--- config.mk ---
export PLATFORM = sky130hd
export DESIGN_NAME = fat32_cluster_chain_reader
export DESIGN_NICKNAME = d
export VERILOG_FILES = /design/src/design/fccr_pkg.sv /design/src/design/fccr_front.sv /design/src/design/fccr_queue.sv /design/src/design/fccr_div.sv /design/src/design/fccr_back.sv /design/src/design/fat32_cluster_chain_reader.sv
export SDC_FILE = /design/constraint.sdc
export NUM_CORES = 2
export LEC_CHECK = 0
export CORE_MARGIN = 2
export CORE_UTILIZATION = 40
export DETAILED_ROUTE_END_ITERATION = 7
export DONT_BUFFER_PORTS = 1
export PLACE_DENSITY = 0.64
export SLEW_MARGIN = 5
export SYNTH_ARGS = -nofsm -noshare
export SYNTH_HDL_FRONTEND = slang
export SYNTH_SLANG_ARGS = --single-unit
--- constraint.sdc ---
create_clock -name i_clk -period 22 [get_ports i_clk]
set_input_delay 1.1 -clock i_clk [delete_from_list [all_inputs] [get_ports i_clk]]
set_output_delay 1.1 -clock i_clk [all_outputs]
set_load 0.05 [all_outputs]
--- src/design/fccr_pkg.sv ---
// ---------------------------------------------------------------------------
// fccr_pkg
// Shared types and constants for the cluster chain reader: beat layouts,
// command kinds, status codes, configuration layout and internal op codes.
// ---------------------------------------------------------------------------
package fccr_pkg;

    localparam int ADDR_W     = 48;
    localparam int CLUSTER_W  = 28;
    localparam int BYTES_W    = 32;
    localparam int SECB_W     = 13;
    localparam int CSEC_W     = 8;
    localparam int LEN_W      = 20;
    localparam int IDX_W      = 10;
    localparam int SEC_W      = 21;
    localparam int PER_SEC_W  = 11;
    localparam int CFG_IDX_W  = 3;
    localparam int CFG_DATA_W = 48;

    localparam int QUEUE_DEPTH = 2;
    localparam int QPTR_W      = 1;
    localparam int QCNT_W      = 2;

    localparam int DIV_STEPS = CLUSTER_W;
    localparam int DIV_CNT_W = 5;

    localparam logic [CLUSTER_W-1:0] END_MARK          = 28'hFFFFFF7;
    localparam logic [CLUSTER_W-1:0] FIRST_DATA_CLUSTER = 28'd2;
    localparam logic [SECB_W-1:0]    SECB_MIN          = 13'd512;
    localparam logic [SECB_W-1:0]    SECB_MAX          = 13'd4096;
    localparam logic [CSEC_W-1:0]    CSEC_MAX          = 8'd128;

    typedef enum logic [1:0] {
        KIND_COPY = 2'd0,
        KIND_LOAD = 2'd1,
        KIND_REQ  = 2'd2,
        KIND_DONE = 2'd3
    } t_kind;

    typedef enum logic [1:0] {
        ST_OK         = 2'd0,
        ST_OPEN_BYTES = 2'd1,
        ST_IDLE_ENTRY = 2'd2
    } t_status;

    typedef enum logic [CFG_IDX_W-1:0] {
        CFG_DATA_REGION   = 3'd0,
        CFG_FAT_OFFSET    = 3'd1,
        CFG_SECTOR_BYTES  = 3'd2,
        CFG_CLUSTER_SECS  = 3'd3,
        CFG_FIRST_CLUSTER = 3'd4,
        CFG_FILE_BYTES    = 3'd5
    } t_cfg_idx;

    typedef enum logic [1:0] {
        OP_START    = 2'd0,
        OP_NEXT     = 2'd1,
        OP_END      = 2'd2,
        OP_IDLE_ERR = 2'd3
    } t_op_kind;

    typedef struct packed {
        logic        mode;
        logic [31:0] table_entry;
    } t_in;

    typedef struct packed {
        t_kind              kind;
        logic [ADDR_W-1:0]  source_addr;
        logic [LEN_W-1:0]   copy_length;
        logic [BYTES_W-1:0] dest_offset;
        logic [IDX_W-1:0]   entry_index;
        t_status            status;
        logic               last;
    } t_out;

    typedef struct packed {
        logic [ADDR_W-1:0]    data_region_offset;
        logic [ADDR_W-1:0]    fat_offset;
        logic [SECB_W-1:0]    sector_bytes;
        logic [CSEC_W-1:0]    cluster_sectors;
        logic [CLUSTER_W-1:0] first_cluster;
        logic [BYTES_W-1:0]   file_bytes;
    } t_cfg;

    typedef struct packed {
        t_op_kind             kind;
        logic [CLUSTER_W-1:0] cluster;
    } t_op;

endpackage

--- src/design/fccr_front.sv ---
// ---------------------------------------------------------------------------
// fccr_front
// Accepts input beats, tracks whether a walk is open and turns each beat
// into one op for the command queue.
// ---------------------------------------------------------------------------
module fccr_front (
    input  logic           i_clk,
    input  logic           i_rst_n,
    input  logic           i_in_valid,
    output logic           o_in_ready,
    input  fccr_pkg::t_in  i_in,
    input  logic           i_full,
    output logic           o_push,
    output fccr_pkg::t_op  o_op
);

    logic                           r_walking;
    logic [fccr_pkg::CLUSTER_W-1:0] w_entry;

    assign o_in_ready = !i_full;
    assign o_push     = i_in_valid && o_in_ready;
    assign w_entry    = i_in.table_entry[fccr_pkg::CLUSTER_W-1:0];

    always_comb begin
        o_op.cluster = w_entry;
        if (!i_in.mode) begin
            o_op.kind = fccr_pkg::OP_START;
        end else if (!r_walking) begin
            o_op.kind = fccr_pkg::OP_IDLE_ERR;
        end else if (w_entry >= fccr_pkg::END_MARK) begin
            o_op.kind = fccr_pkg::OP_END;
        end else begin
            o_op.kind = fccr_pkg::OP_NEXT;
        end
    end

    always_ff @(posedge i_clk) begin
        if (!i_rst_n) begin
            r_walking <= 1'b0;
        end else if (o_push) begin
            if (o_op.kind == fccr_pkg::OP_START) begin
                r_walking <= 1'b1;
            end else if (o_op.kind == fccr_pkg::OP_END) begin
                r_walking <= 1'b0;
            end
        end
    end

endmodule

--- src/design/fccr_queue.sv ---
// ---------------------------------------------------------------------------
// fccr_queue
// Short op queue between the front and the command engine.
// ---------------------------------------------------------------------------
module fccr_queue (
    input  logic           i_clk,
    input  logic           i_rst_n,
    input  logic           i_push,
    input  fccr_pkg::t_op  i_op,
    output logic           o_full,
    output logic           o_valid,
    output fccr_pkg::t_op  o_op,
    input  logic           i_pop
);

    fccr_pkg::t_op                r_mem [fccr_pkg::QUEUE_DEPTH];
    logic [fccr_pkg::QPTR_W-1:0]  r_wr_ptr;
    logic [fccr_pkg::QPTR_W-1:0]  r_rd_ptr;
    logic [fccr_pkg::QCNT_W-1:0]  r_count;

    assign o_full  = (r_count == fccr_pkg::QCNT_W'(fccr_pkg::QUEUE_DEPTH));
    assign o_valid = (r_count != '0);
    assign o_op    = r_mem[r_rd_ptr];

    always_ff @(posedge i_clk) begin
        if (!i_rst_n) begin
            r_wr_ptr <= '0;
            r_rd_ptr <= '0;
            r_count  <= '0;
        end else begin
            if (i_push) begin
                r_wr_ptr <= r_wr_ptr + 1'b1;
            end
            if (i_pop) begin
                r_rd_ptr <= r_rd_ptr + 1'b1;
            end
            if (i_push && !i_pop) begin
                r_count <= r_count + 1'b1;
            end else if (!i_push && i_pop) begin
                r_count <= r_count - 1'b1;
            end
        end
    end

    always_ff @(posedge i_clk) begin
        if (i_push) begin
            r_mem[r_wr_ptr] <= i_op;
        end
    end

endmodule

--- src/design/fccr_div.sv ---
// ---------------------------------------------------------------------------
// fccr_div
// Restoring divider, one quotient bit per cycle: cluster number by table
// entries per sector, giving the table sector and the entry index.
// ---------------------------------------------------------------------------
module fccr_div (
    input  logic                           i_clk,
    input  logic                           i_rst_n,
    input  logic                           i_start,
    input  logic [fccr_pkg::CLUSTER_W-1:0] i_dividend,
    input  logic [fccr_pkg::PER_SEC_W-1:0] i_divisor,
    output logic                           o_done,
    output logic [fccr_pkg::SEC_W-1:0]     o_quot,
    output logic [fccr_pkg::IDX_W-1:0]     o_rem
);

    logic                            r_busy;
    logic                            r_done;
    logic [fccr_pkg::DIV_CNT_W-1:0]  r_cnt;
    logic [fccr_pkg::CLUSTER_W-1:0]  r_acc;
    logic [fccr_pkg::PER_SEC_W-1:0]  r_rem;
    logic [fccr_pkg::PER_SEC_W-1:0]  r_den;
    logic [fccr_pkg::PER_SEC_W:0]    w_shift;
    logic [fccr_pkg::PER_SEC_W+1:0]  w_diff;
    logic                            w_qbit;

    always_comb begin
        w_shift = {r_rem, r_acc[fccr_pkg::CLUSTER_W-1]};
        w_diff  = {1'b0, w_shift} - {2'b00, r_den};
        w_qbit  = !w_diff[fccr_pkg::PER_SEC_W+1];
    end

    assign o_done = r_done;
    assign o_quot = r_acc[fccr_pkg::SEC_W-1:0];
    assign o_rem  = r_rem[fccr_pkg::IDX_W-1:0];

    always_ff @(posedge i_clk) begin
        if (!i_rst_n) begin
            r_busy <= 1'b0;
            r_done <= 1'b0;
            r_cnt  <= '0;
        end else if (i_start) begin
            r_busy <= 1'b1;
            r_done <= 1'b0;
            r_cnt  <= fccr_pkg::DIV_CNT_W'(fccr_pkg::DIV_STEPS - 1);
        end else if (r_busy) begin
            r_cnt <= r_cnt - 1'b1;
            if (r_cnt == '0) begin
                r_busy <= 1'b0;
                r_done <= 1'b1;
            end
        end
    end

    always_ff @(posedge i_clk) begin
        if (i_start) begin
            r_acc <= i_dividend;
            r_rem <= '0;
            r_den <= i_divisor;
        end else if (r_busy) begin
            r_acc <= {r_acc[fccr_pkg::CLUSTER_W-2:0], w_qbit};
            r_rem <= w_qbit ? w_diff[fccr_pkg::PER_SEC_W-1:0]
                            : w_shift[fccr_pkg::PER_SEC_W-1:0];
        end
    end

endmodule

--- src/design/fccr_back.sv ---
// ---------------------------------------------------------------------------
// fccr_back
// Command engine: holds the walk state, computes copy and table addresses
// for each cluster and drives the result beats through an output register.
// ---------------------------------------------------------------------------
module fccr_back (
    input  logic           i_clk,
    input  logic           i_rst_n,
    input  fccr_pkg::t_cfg i_cfg,
    input  logic           i_q_valid,
    input  fccr_pkg::t_op  i_q_op,
    output logic           o_q_pop,
    output logic           o_out_valid,
    input  logic           i_out_ready,
    output fccr_pkg::t_out o_out
);

    typedef enum logic [8:0] {
        S_IDLE = 9'b000000001,
        S_PREP = 9'b000000010,
        S_ADDR = 9'b000000100,
        S_COPY = 9'b000001000,
        S_WDIV = 9'b000010000,
        S_FMUL = 9'b000100000,
        S_FAT  = 9'b001000000,
        S_REQ  = 9'b010000000,
        S_DONE = 9'b100000000
    } t_state;

    t_state                          r_state;
    t_state                          n_state;
    logic                            r_out_valid;
    fccr_pkg::t_out                  r_out;
    logic                            r_cache_valid;
    logic [fccr_pkg::SEC_W-1:0]      r_cache_sec;
    logic [fccr_pkg::CLUSTER_W-1:0]  r_cluster;
    logic [fccr_pkg::BYTES_W-1:0]    r_bytes_left;
    fccr_pkg::t_status               r_status;
    logic [fccr_pkg::LEN_W-1:0]      r_cbytes;
    logic [fccr_pkg::CLUSTER_W-1:0]  r_rel;
    logic [fccr_pkg::ADDR_W-1:0]     r_src;
    logic [fccr_pkg::LEN_W-1:0]      r_len;
    logic [fccr_pkg::BYTES_W-1:0]    r_dst;
    logic [fccr_pkg::SEC_W-1:0]      r_sec;
    logic [fccr_pkg::IDX_W-1:0]      r_idx;
    logic [fccr_pkg::ADDR_W-1:0]     r_fsrc;

    logic [fccr_pkg::SECB_W-1:0]     w_sb;
    logic [fccr_pkg::CSEC_W-1:0]     w_cs;
    logic [fccr_pkg::LEN_W:0]        w_cbytes_full;
    logic [fccr_pkg::ADDR_W-1:0]     w_data_prod;
    logic [fccr_pkg::ADDR_W-1:0]     w_fat_prod;
    logic                            w_can_emit;
    logic                            w_hit;
    logic                            w_emit;
    fccr_pkg::t_out                  w_out;
    logic                            w_div_start;
    logic                            w_div_done;
    logic [fccr_pkg::SEC_W-1:0]      w_quot;
    logic [fccr_pkg::IDX_W-1:0]      w_rem;

    // Out-of-range geometry registers are clamped to their legal ranges.
    always_comb begin
        if (i_cfg.sector_bytes < fccr_pkg::SECB_MIN) begin
            w_sb = fccr_pkg::SECB_MIN;
        end else if (i_cfg.sector_bytes > fccr_pkg::SECB_MAX) begin
            w_sb = fccr_pkg::SECB_MAX;
        end else begin
            w_sb = i_cfg.sector_bytes;
        end
        if (i_cfg.cluster_sectors == '0) begin
            w_cs = fccr_pkg::CSEC_W'(1);
        end else if (i_cfg.cluster_sectors > fccr_pkg::CSEC_MAX) begin
            w_cs = fccr_pkg::CSEC_MAX;
        end else begin
            w_cs = i_cfg.cluster_sectors;
        end
        w_cbytes_full = {8'd0, w_sb} * {13'd0, w_cs};
        w_data_prod   = {20'd0, r_rel} * {28'd0, r_cbytes};
        w_fat_prod    = {27'd0, r_sec} * {35'd0, w_sb};
    end

    assign w_can_emit = !r_out_valid || i_out_ready;
    assign w_hit      = r_cache_valid && (r_cache_sec == r_sec);

    fccr_div u_div (
        .i_clk      (i_clk),
        .i_rst_n    (i_rst_n),
        .i_start    (w_div_start),
        .i_dividend (r_cluster),
        .i_divisor  (w_sb[fccr_pkg::SECB_W-1:2]),
        .o_done     (w_div_done),
        .o_quot     (w_quot),
        .o_rem      (w_rem)
    );

    always_comb begin
        n_state     = r_state;
        w_emit      = 1'b0;
        w_out       = '0;
        o_q_pop     = 1'b0;
        w_div_start = 1'b0;
        case (r_state)
            S_IDLE: begin
                if (i_q_valid) begin
                    o_q_pop = 1'b1;
                    if (i_q_op.kind == fccr_pkg::OP_START ||
                        i_q_op.kind == fccr_pkg::OP_NEXT) begin
                        n_state = S_PREP;
                    end else begin
                        n_state = S_DONE;
                    end
                end
            end
            S_PREP: begin
                w_div_start = 1'b1;
                n_state     = S_ADDR;
            end
            S_ADDR: begin
                n_state = S_COPY;
            end
            S_COPY: begin
                w_out.kind        = fccr_pkg::KIND_COPY;
                w_out.source_addr = r_src;
                w_out.copy_length = r_len;
                w_out.dest_offset = r_dst;
                if (w_can_emit) begin
                    w_emit  = 1'b1;
                    n_state = S_WDIV;
                end
            end
            S_WDIV: begin
                if (w_div_done) begin
                    n_state = S_FMUL;
                end
            end
            S_FMUL: begin
                n_state = S_FAT;
            end
            S_FAT: begin
                w_out.kind        = fccr_pkg::KIND_LOAD;
                w_out.source_addr = r_fsrc;
                w_out.copy_length = {7'd0, w_sb};
                if (w_hit) begin
                    n_state = S_REQ;
                end else if (w_can_emit) begin
                    w_emit  = 1'b1;
                    n_state = S_REQ;
                end
            end
            S_REQ: begin
                w_out.kind        = fccr_pkg::KIND_REQ;
                w_out.entry_index = r_idx;
                w_out.last        = 1'b1;
                if (w_can_emit) begin
                    w_emit  = 1'b1;
                    n_state = S_IDLE;
                end
            end
            S_DONE: begin
                w_out.kind   = fccr_pkg::KIND_DONE;
                w_out.status = r_status;
                w_out.last   = 1'b1;
                if (w_can_emit) begin
                    w_emit  = 1'b1;
                    n_state = S_IDLE;
                end
            end
            default: begin
                n_state = S_IDLE;
            end
        endcase
    end

    always_ff @(posedge i_clk) begin
        if (!i_rst_n) begin
            r_state       <= S_IDLE;
            r_out_valid   <= 1'b0;
            r_cache_valid <= 1'b0;
        end else begin
            r_state <= n_state;
            if (w_emit) begin
                r_out_valid <= 1'b1;
            end else if (i_out_ready) begin
                r_out_valid <= 1'b0;
            end
            if (o_q_pop && i_q_op.kind == fccr_pkg::OP_START) begin
                r_cache_valid <= 1'b0;
            end else if (r_state == S_FAT && w_emit) begin
                r_cache_valid <= 1'b1;
            end
        end
    end

    always_ff @(posedge i_clk) begin
        if (o_q_pop) begin
            case (i_q_op.kind)
                fccr_pkg::OP_START: begin
                    r_cluster    <= i_cfg.first_cluster;
                    r_bytes_left <= i_cfg.file_bytes;
                end
                fccr_pkg::OP_NEXT: begin
                    r_cluster <= i_q_op.cluster;
                end
                fccr_pkg::OP_END: begin
                    r_status <= (r_bytes_left != '0) ? fccr_pkg::ST_OPEN_BYTES
                                                     : fccr_pkg::ST_OK;
                end
                default: begin
                    r_status <= fccr_pkg::ST_IDLE_ENTRY;
                end
            endcase
        end
        if (r_state == S_PREP) begin
            r_cbytes <= w_cbytes_full[fccr_pkg::LEN_W-1:0];
            r_rel    <= r_cluster - fccr_pkg::FIRST_DATA_CLUSTER;
        end
        if (r_state == S_ADDR) begin
            r_src <= i_cfg.data_region_offset + w_data_prod;
            r_len <= ({12'd0, r_cbytes} < r_bytes_left) ? r_cbytes
                                                        : r_bytes_left[fccr_pkg::LEN_W-1:0];
            r_dst <= i_cfg.file_bytes - r_bytes_left;
        end
        if (r_state == S_COPY && w_emit) begin
            r_bytes_left <= r_bytes_left - {12'd0, r_len};
        end
        if (r_state == S_WDIV && w_div_done) begin
            r_sec <= w_quot;
            r_idx <= w_rem;
        end
        if (r_state == S_FMUL) begin
            r_fsrc <= i_cfg.fat_offset + w_fat_prod;
        end
        if (r_state == S_FAT && w_emit) begin
            r_cache_sec <= r_sec;
        end
        if (w_emit) begin
            r_out <= w_out;
        end
    end

    assign o_out_valid = r_out_valid;
    assign o_out       = r_out;

endmodule

--- src/design/fat32_cluster_chain_reader.sv ---
// ---------------------------------------------------------------------------
// fat32_cluster_chain_reader
// Walks one file's allocation table chain and issues data copy, table
// sector load and entry request commands for each cluster.
// ---------------------------------------------------------------------------
// A cluster visit steps through the prep, address, copy, divider wait,
// table multiply, table load and request states, waiting in the middle
// on the 28-step cluster divider in fccr_div; a done beat needs only the
// done state. Up to two further input beats are taken during a visit.
// Reset is synchronous and active low; it clears the control state and
// loads the configuration registers with their defaults.
module fat32_cluster_chain_reader (
    input  logic                            i_clk,
    input  logic                            i_rst_n,
    input  logic                            i_in_valid,
    output logic                            o_in_ready,
    input  fccr_pkg::t_in                   i_in,
    output logic                            o_out_valid,
    input  logic                            i_out_ready,
    output fccr_pkg::t_out                  o_out,
    input  logic                            i_cfg_we,
    input  logic [fccr_pkg::CFG_IDX_W-1:0]  i_cfg_idx,
    input  logic [fccr_pkg::CFG_DATA_W-1:0] i_cfg_data
);

    fccr_pkg::t_cfg r_cfg;
    logic           w_push;
    fccr_pkg::t_op  w_push_op;
    logic           w_full;
    logic           w_q_valid;
    fccr_pkg::t_op  w_q_op;
    logic           w_pop;

    always_ff @(posedge i_clk) begin
        if (!i_rst_n) begin
            r_cfg.data_region_offset <= '0;
            r_cfg.fat_offset         <= '0;
            r_cfg.sector_bytes       <= fccr_pkg::SECB_MIN;
            r_cfg.cluster_sectors    <= fccr_pkg::CSEC_W'(1);
            r_cfg.first_cluster      <= fccr_pkg::FIRST_DATA_CLUSTER;
            r_cfg.file_bytes         <= '0;
        end else if (i_cfg_we) begin
            case (i_cfg_idx)
                fccr_pkg::CFG_DATA_REGION: begin
                    r_cfg.data_region_offset <= i_cfg_data[fccr_pkg::ADDR_W-1:0];
                end
                fccr_pkg::CFG_FAT_OFFSET: begin
                    r_cfg.fat_offset <= i_cfg_data[fccr_pkg::ADDR_W-1:0];
                end
                fccr_pkg::CFG_SECTOR_BYTES: begin
                    r_cfg.sector_bytes <= i_cfg_data[fccr_pkg::SECB_W-1:0];
                end
                fccr_pkg::CFG_CLUSTER_SECS: begin
                    r_cfg.cluster_sectors <= i_cfg_data[fccr_pkg::CSEC_W-1:0];
                end
                fccr_pkg::CFG_FIRST_CLUSTER: begin
                    r_cfg.first_cluster <= i_cfg_data[fccr_pkg::CLUSTER_W-1:0];
                end
                fccr_pkg::CFG_FILE_BYTES: begin
                    r_cfg.file_bytes <= i_cfg_data[fccr_pkg::BYTES_W-1:0];
                end
                default: begin
                end
            endcase
        end
    end

    fccr_front u_front (
        .i_clk      (i_clk),
        .i_rst_n    (i_rst_n),
        .i_in_valid (i_in_valid),
        .o_in_ready (o_in_ready),
        .i_in       (i_in),
        .i_full     (w_full),
        .o_push     (w_push),
        .o_op       (w_push_op)
    );

    fccr_queue u_queue (
        .i_clk   (i_clk),
        .i_rst_n (i_rst_n),
        .i_push  (w_push),
        .i_op    (w_push_op),
        .o_full  (w_full),
        .o_valid (w_q_valid),
        .o_op    (w_q_op),
        .i_pop   (w_pop)
    );

    fccr_back u_back (
        .i_clk       (i_clk),
        .i_rst_n     (i_rst_n),
        .i_cfg       (r_cfg),
        .i_q_valid   (w_q_valid),
        .i_q_op      (w_q_op),
        .o_q_pop     (w_pop),
        .o_out_valid (o_out_valid),
        .i_out_ready (i_out_ready),
        .o_out       (o_out)
    );

endmodule

# [After elaboration in Yosys (flattened, before gate mapping)]
# Memory sizes are Yosys's and may differ from the RTL's. A register that Yosys moved wholly into a read port is not among the register bits.
# Index checks and enable logic that the tools add are counted.
[word_totals] reg_bits=675 mem_bits_rw=60 input_bits=89 output_inout_bits=117 memories=1
[op_classes] n_addsub=11 n_mul=3 n_lt_le_gt_ge=5 n_eq_ne=24 mux=49 bitwise_logic=2 n_reduce_logical=46
[mem_list] name="u_queue.r_mem" words=2 width=30 rd=1 rd_clocked_by_memory_dff=1 wr=1 line="fccr_queue.sv:16" rtl="fccr_pkg::t_op r_mem [fccr_pkg::QUEUE_DEPTH];"
[ops] op="case mux 68 bit (2 select lines)" count=1
[ops] op="two-way mux 32 bit" count=3
[ops] op="case mux 9 bit (8 select lines)" count=1
[ops] op="two-way mux 9 bit" count=7
[ops] op="two-way mux 28 bit" count=2
[ops] op="case mux 28 bit (2 select lines)" count=1
[ops] op="adder 48 x 34 -> 48 bit" count=1
[ops] op="adder 48 bit" count=1
[ops] op="multiplier 28 x 20 -> 48 bit" count=1
[ops] op="multiplier 21 x 13 -> 34 bit" count=1
[ops] op="less-than comparator 20 x 32 -> 1 bit" count=1
[ops] op="nonzero test 32 bit" count=1
[ops] op="subtractor 32 x 20 -> 32 bit" count=1
[ops] op="subtractor 32 bit" count=1
[ops] op="greater-or-equal comparator 28 bit, second input constant" count=1
[ops] op="subtractor 28 x 2 -> 28 bit, second input constant" count=1
[ops] op="two-way mux 13 bit" count=2
[ops] op="AND reduction 2 bit" count=11
[ops] op="equality test 21 bit" count=1
[ops] op="multiplier 13 x 8 -> 20 bit" count=1
[ops] op="two-way mux 20 bit" count=1
[ops] op="two-way mux 1 bit" count=18
[ops] op="two-way mux 8 bit" count=2
[ops] op="nonzero test 2 bit" count=8
[ops] op="42 further kinds" count=71

# [Logic depth before layout (Yosys ltp)]
[logic_depth] word_depth=8 depth_mapped=29

# [Modules after synthesis]
# From an unflattened synthesis, not the netlist that was laid out.
[hier_totals] hier_cells=6188 hier_area_um2=63736.1
[modules_own_cells] module="fccr_back" n_inst=1 cells_per_inst=5136 area_per_inst_um2=51505.6 seq_area_each_um2=12982.5
[modules_own_cells] module="fat32_cluster_chain_reader" n_inst=1 cells_per_inst=633 area_per_inst_um2=6476.2 seq_area_each_um2=3543.4
[modules_own_cells] module="fccr_div" n_inst=1 cells_per_inst=258 area_per_inst_um2=3037.9 seq_area_each_um2=1531.5
[modules_own_cells] module="fccr_queue" n_inst=1 cells_per_inst=115 area_per_inst_um2=2376.0 seq_area_each_um2=1901.8
[modules_own_cells] module="fccr_front" n_inst=1 cells_per_inst=46 area_per_inst_um2=340.3 seq_area_each_um2=20.0

# [Worst setup path before layout]
# OpenSTA, ideal clock, no wires.
[synth_timing] kind="register to register" startpoint="register u_back.r_state[0]" endpoint="register u_back.r_out, in the netlist u_back.o_out[0], enable pin" arrival_ns=6.539 required_time_ns=21.398 setup_slack_ns=14.860 stages_incl_launch_ff=8 n_path_buf=0 period_less_slack_ns=7.140 path_cell_list="dfxtp_1 nor4_2 nand2_1 nor4b_4 inv_2 a41oi_1 nor3_1 nor2b_1"
[synth_via] elab_chain_len=3 elab_cells_between_ends=6 classes_between="eq/ne (4); mux (1); reduce/logical (1)"
[synth_rtl] item="start, declared" line="fccr_back.sv:30" rtl="t_state r_state;"
[synth_rtl] item="start signal, assigned" line="fccr_back.sv:181" rtl="r_state <= n_state;"
[synth_rtl] item="equality test 9 x 8 -> 1 bit (tied with other cells)" line="fccr_back.sv:103" rtl="case (r_state)"
[synth_rtl] item="OR reduction 3 bit (no line)"
[synth_rtl] item="case mux 1 bit (2 select lines) *" line="fccr_back.sv:103"
[synth_rtl] item="via u_back.w_emit" line="fccr_back.sv:55" rtl="logic w_emit;"
[synth_rtl] item="end signal, assigned" line="fccr_back.sv:238" rtl="r_out <= w_out;"
[synth_rtl] item="end, declared" line="fccr_back.sv:33" rtl="fccr_pkg::t_out r_out;"
# The timed path passes the listed nets; every way through them passes the cells marked *.
# A chain may end at the register's enable or synchronous reset.

# [Worst setup path in the final report]
[layout_timing] startpoint="register r_cfg[80] (netlist name)" endpoint="register u_back.r_fsrc[45] (netlist name) (data pin)"
[layout_via] elab_chain_len=5 elab_cells_between_ends=6 classes_between="add/sub (1); mul (1); order compare (2); mux (2)"
[layout_rtl] item="start, declared" line="fat32_cluster_chain_reader.sv:26" rtl="fccr_pkg::t_cfg r_cfg;"
[layout_rtl] item="> comparator 13 bit" line="fccr_back.sv:66" rtl="end else if (i_cfg.sector_bytes > fccr_pkg::SECB_MAX) begin"
[layout_rtl] item="two-way mux 13 bit" line="fccr_back.sv:66"
[layout_rtl] item="two-way mux 13 bit *" line="fccr_back.sv:64" rtl="if (i_cfg.sector_bytes < fccr_pkg::SECB_MIN) begin"
[layout_rtl] item="multiplier 21 x 13 -> 34 bit *" line="fccr_back.sv:80" rtl="w_fat_prod = {27'd0, r_sec} * {35'd0, w_sb};"
[layout_rtl] item="adder 48 x 34 -> 48 bit *" line="fccr_back.sv:232" rtl="r_fsrc <= i_cfg.fat_offset + w_fat_prod;"
[layout_rtl] item="end signal, assigned" line="fccr_back.sv:232"
[layout_rtl] item="end, declared" line="fccr_back.sv:46" rtl="logic [fccr_pkg::ADDR_W-1:0] r_fsrc;"
# Every way passes the cells marked *; elsewhere a longest branch is shown, timed or not.

==> flow_summary.toml <==
[synth]
synth_flop_cell = "edfxtp_1"
synth_fp_nets = 7667
synthCells = 6394
yosysSeqAreaShare_pct = 31.5
synth.most_common_cell = "nand2_1"
synthTopCellsByArea = "fa_1 (26%), edfxtp_1 (25%), ha_1 (7.2%), nand2_1 (6.8%), dfxtp_1 (6.7%)"
synth-seq-cells = 735
avgSynthCellArea_um2 = 9.90
yosysWarnings = 0
syn_area_um2 = 63300
synth_top_area_cell = "fa_1"
async_flop_share_pct = 0
synth_common_cells = "nand2_1 (1144), inv_1 (1084), fa_1 (820)"
synth_top_area_share_pct = 25.9
ys_types = 81
synth-edff-count = 523

[clock_tree]
cts-root-buf = "clkbuf_16"
cts_max_level = 3
clk-insertion-delay-late_ns = 0.73
cts.sinks = 735
cts-resized-gates = 0
cts_setup_buffers = 0
numCtsBuffers = 87
clk_pin_slew_worst_paths_ns = 0.07
cts_tree = "done"
cts_hold_buf = 0
cts_buffer_depth = 3

[timing]
hold_viol_final = 0
clock_skew_ns = 0.0753
finalCritPeriodShare_pct = 41.5
fmax_ghz = 0.110
rsz0062_at_grt = "false"
finalSetupTns_ns = 0
post-route-min-period_ns = 9.13
worst_slew_pin_slew_ns = 1.34
setup_viol = 0
slew_viol_final = 0
slew_headroom_pct = 10.5

[pwr]
p_leak_nw = 30.0
power.density_nw_per_um2 = 153
vdd_drop_max_mv = 0.407
totalPowerFinal_w = 0.0105

[layout]
layout-drive-gt1-share_pct = 4.43
area_delta_synth_final_pct = 8.36
fin_cells = 8409
fillCellCount = 14960
fin_nets = 7515
stdcell_area_um2 = 68600

[place]
placed_area_um2 = 65400
dp_hpwl_mm = 135
globalplace.congestion = 0.921
portBuffers = 0
post-place-cells = 8225

[route]
post_drt_wl_per_cell_um = 21.5
postRouteAntennaNets = 0
firstDrtPassIters = 5
wl_mm = 180
via_per_inst = 5.31
post-route-drc-count = 0
vias = 44655
drtIter0Drc = 3744

[global_routing]
grt_use_total_pct = 22.5
antenna_found_initial = 24
gr-total-overflow = 0
grt_pass1_wl_mm = 276
grt_max_degree = 200
grt_pass1_vias = 45975

[critical_path]
path_max_fanout = 113
cp-endpoint = "u_back.r_fsrc[45]$_DFFE_PP_"
reg2reg_slack_ns = 12.87
startpoint = "r_cfg[80]$_SDFFE_PN0P_"
cp-start-kind = "flip-flop"
rr_startpoint = "r_cfg[80]$_SDFFE_PN0P_"
arrival_ns = 9.55
reg2reg_to = "u_back.r_fsrc[45]$_DFFE_PP_"
worstSetupPathType = "reg -> reg"
cp.required_ns = 22.42
rr_worst_depth = 27
critPathCaptureType = "flip-flop"

[run_status]
outcome = "completed"

[floorplan]
die_h_um = 402
core_area_um2 = 158000
initial_utilization_pct = 40.1
die_w_um = 402
num_rows = 146
dieArea_um2 = 162000
io_pins = 206

[min_path]
hold_class = "reg -> reg"
min_from = "u_back.u_div.r_acc[16]$_DFFE_PP_"

[flow_run]
cap_violations = 0
==> flip-flops by register name, summed over array words and instances (netlist names), 21 cells and up, named ones only <==
name	flops
r_cfg	177
u_back.o_out	114
u_back.r_bytes_left	32
u_back.r_cache_sec	21
u_back.r_cluster	28
u_back.r_dst	32
u_back.r_fsrc	48
u_back.r_rel	28
u_back.r_sec	21
u_back.r_src	48
u_back.u_div.r_acc	28
u_queue.r_mem	60
==> layout make-up <==
cell class,count,area [µm²],share of cell area [%]
diodes,22,55.1,0.0802
clock buffers,111,2450,3.58
clock inverters,51,743,1.08
inverters,1089,4090,5.96
multi-input cells,4252,38200,55.6
flip-flops and latches,735,19900,29.1
well taps,2072,2590,3.78
repair buffers,77,578,0.842
==> critical path: stages (launching register included) <==
cell and delay [ns]:
dfxtp_1 0.30, buf_4 0.27, nor2_4 0.20, buf_4 0.69, a41o_1 0.58, and2_1 0.21, buf_4 0.37, nand2_1 0.14
fa_1 0.52, fa_1 0.52, inv_1 0.05, fa_1 0.55, fa_1 0.44, fa_1 0.50, inv_1 0.05, fa_1 0.47
inv_1 0.05, ha_1 0.32, a21oi_1 0.27, o22ai_1 0.15, or3_1 0.39, o21ai_2 0.35, o2111ai_1 0.30, nand3_1 0.17
nand3_1 0.13, a21o_1 0.34, and3_1 0.25, xor2_1 0.13
==> per-stage QoR <==
stage,util (%),worst slack [ns],hold WS (ns)
2_1_floorplan,-,14.86,0.426
3_3_place_gp,41.4,13.13,0.435
3_5_place_dp,41.4,13.04,0.434
4_1_cts,43.4,12.98,0.429
5_1_grt,43.5,12.53,0.446
6_report,43.5,12.87,0.440
==> power breakdown <==
part / switching, W / internal (W)
clock: 0.000660 / 0.000947
sequential: 0.000130 / 0.00190
combinational: 0.00430 / 0.00258
total: 0.00509 / 0.00543
==> how the worst min path moves through the flow <==
| stage | slack, ns | cells past startpoint | endpoint |
|---|---|---|---|
| after global placement | 0.43 | 0 | u_back.r_sec[2]$_DFFE_PP_ |
| after detailed placement | 0.43 | 0 | u_back.r_sec[10]$_DFFE_PP_ |
| after global routing | 0.45 | 0 | u_queue.r_mem[1][26]$_DFFE_PP_ |
| after CTS | 0.43 | 0 | u_queue.r_mem[1][8]$_DFFE_PP_ |
| after floorplan | 0.43 | 0 | u_back.r_sec[0]$_DFFE_PP_ |
| final | 0.44 | 0 | u_back.r_sec[16]$_DFFE_PP_ |
==> placed cells by master (no fill, tap or decap), types with 168 or more instances in the layout <==
master,instances
a21boi_0,188
a21oi_1,176
and2_1,301
dfxtp_1,212
edfxtp_1,523
fa_1,820
ha_1,364
inv_1,1083
nand2_1,1141
nor2_1,168
==> logic make-up after synthesis <==
group                      share of synthesized area, %
adders and majority gates                          33.1
xor gates and xnor gates                           3.07
buffers and inverters                              8.36
muxes                                             0.605
AOI/OAI and AO/OA                                  8.56
DFF                                                31.5
and+or+nand+nor                                    14.8
==> per-layer routing <==
layer / vias to the layer above / track usage, % / wire length [µm]
met5: - / 0 / 27
met4: 4 / 10.6 / 8500
met3: 342 / 4.40 / 15500
met2: 1702 / 35.0 / 81200
met1: 22595 / 30.2 / 75300
li1: 20012 / - / -
(Power assumes the default switching activity.)
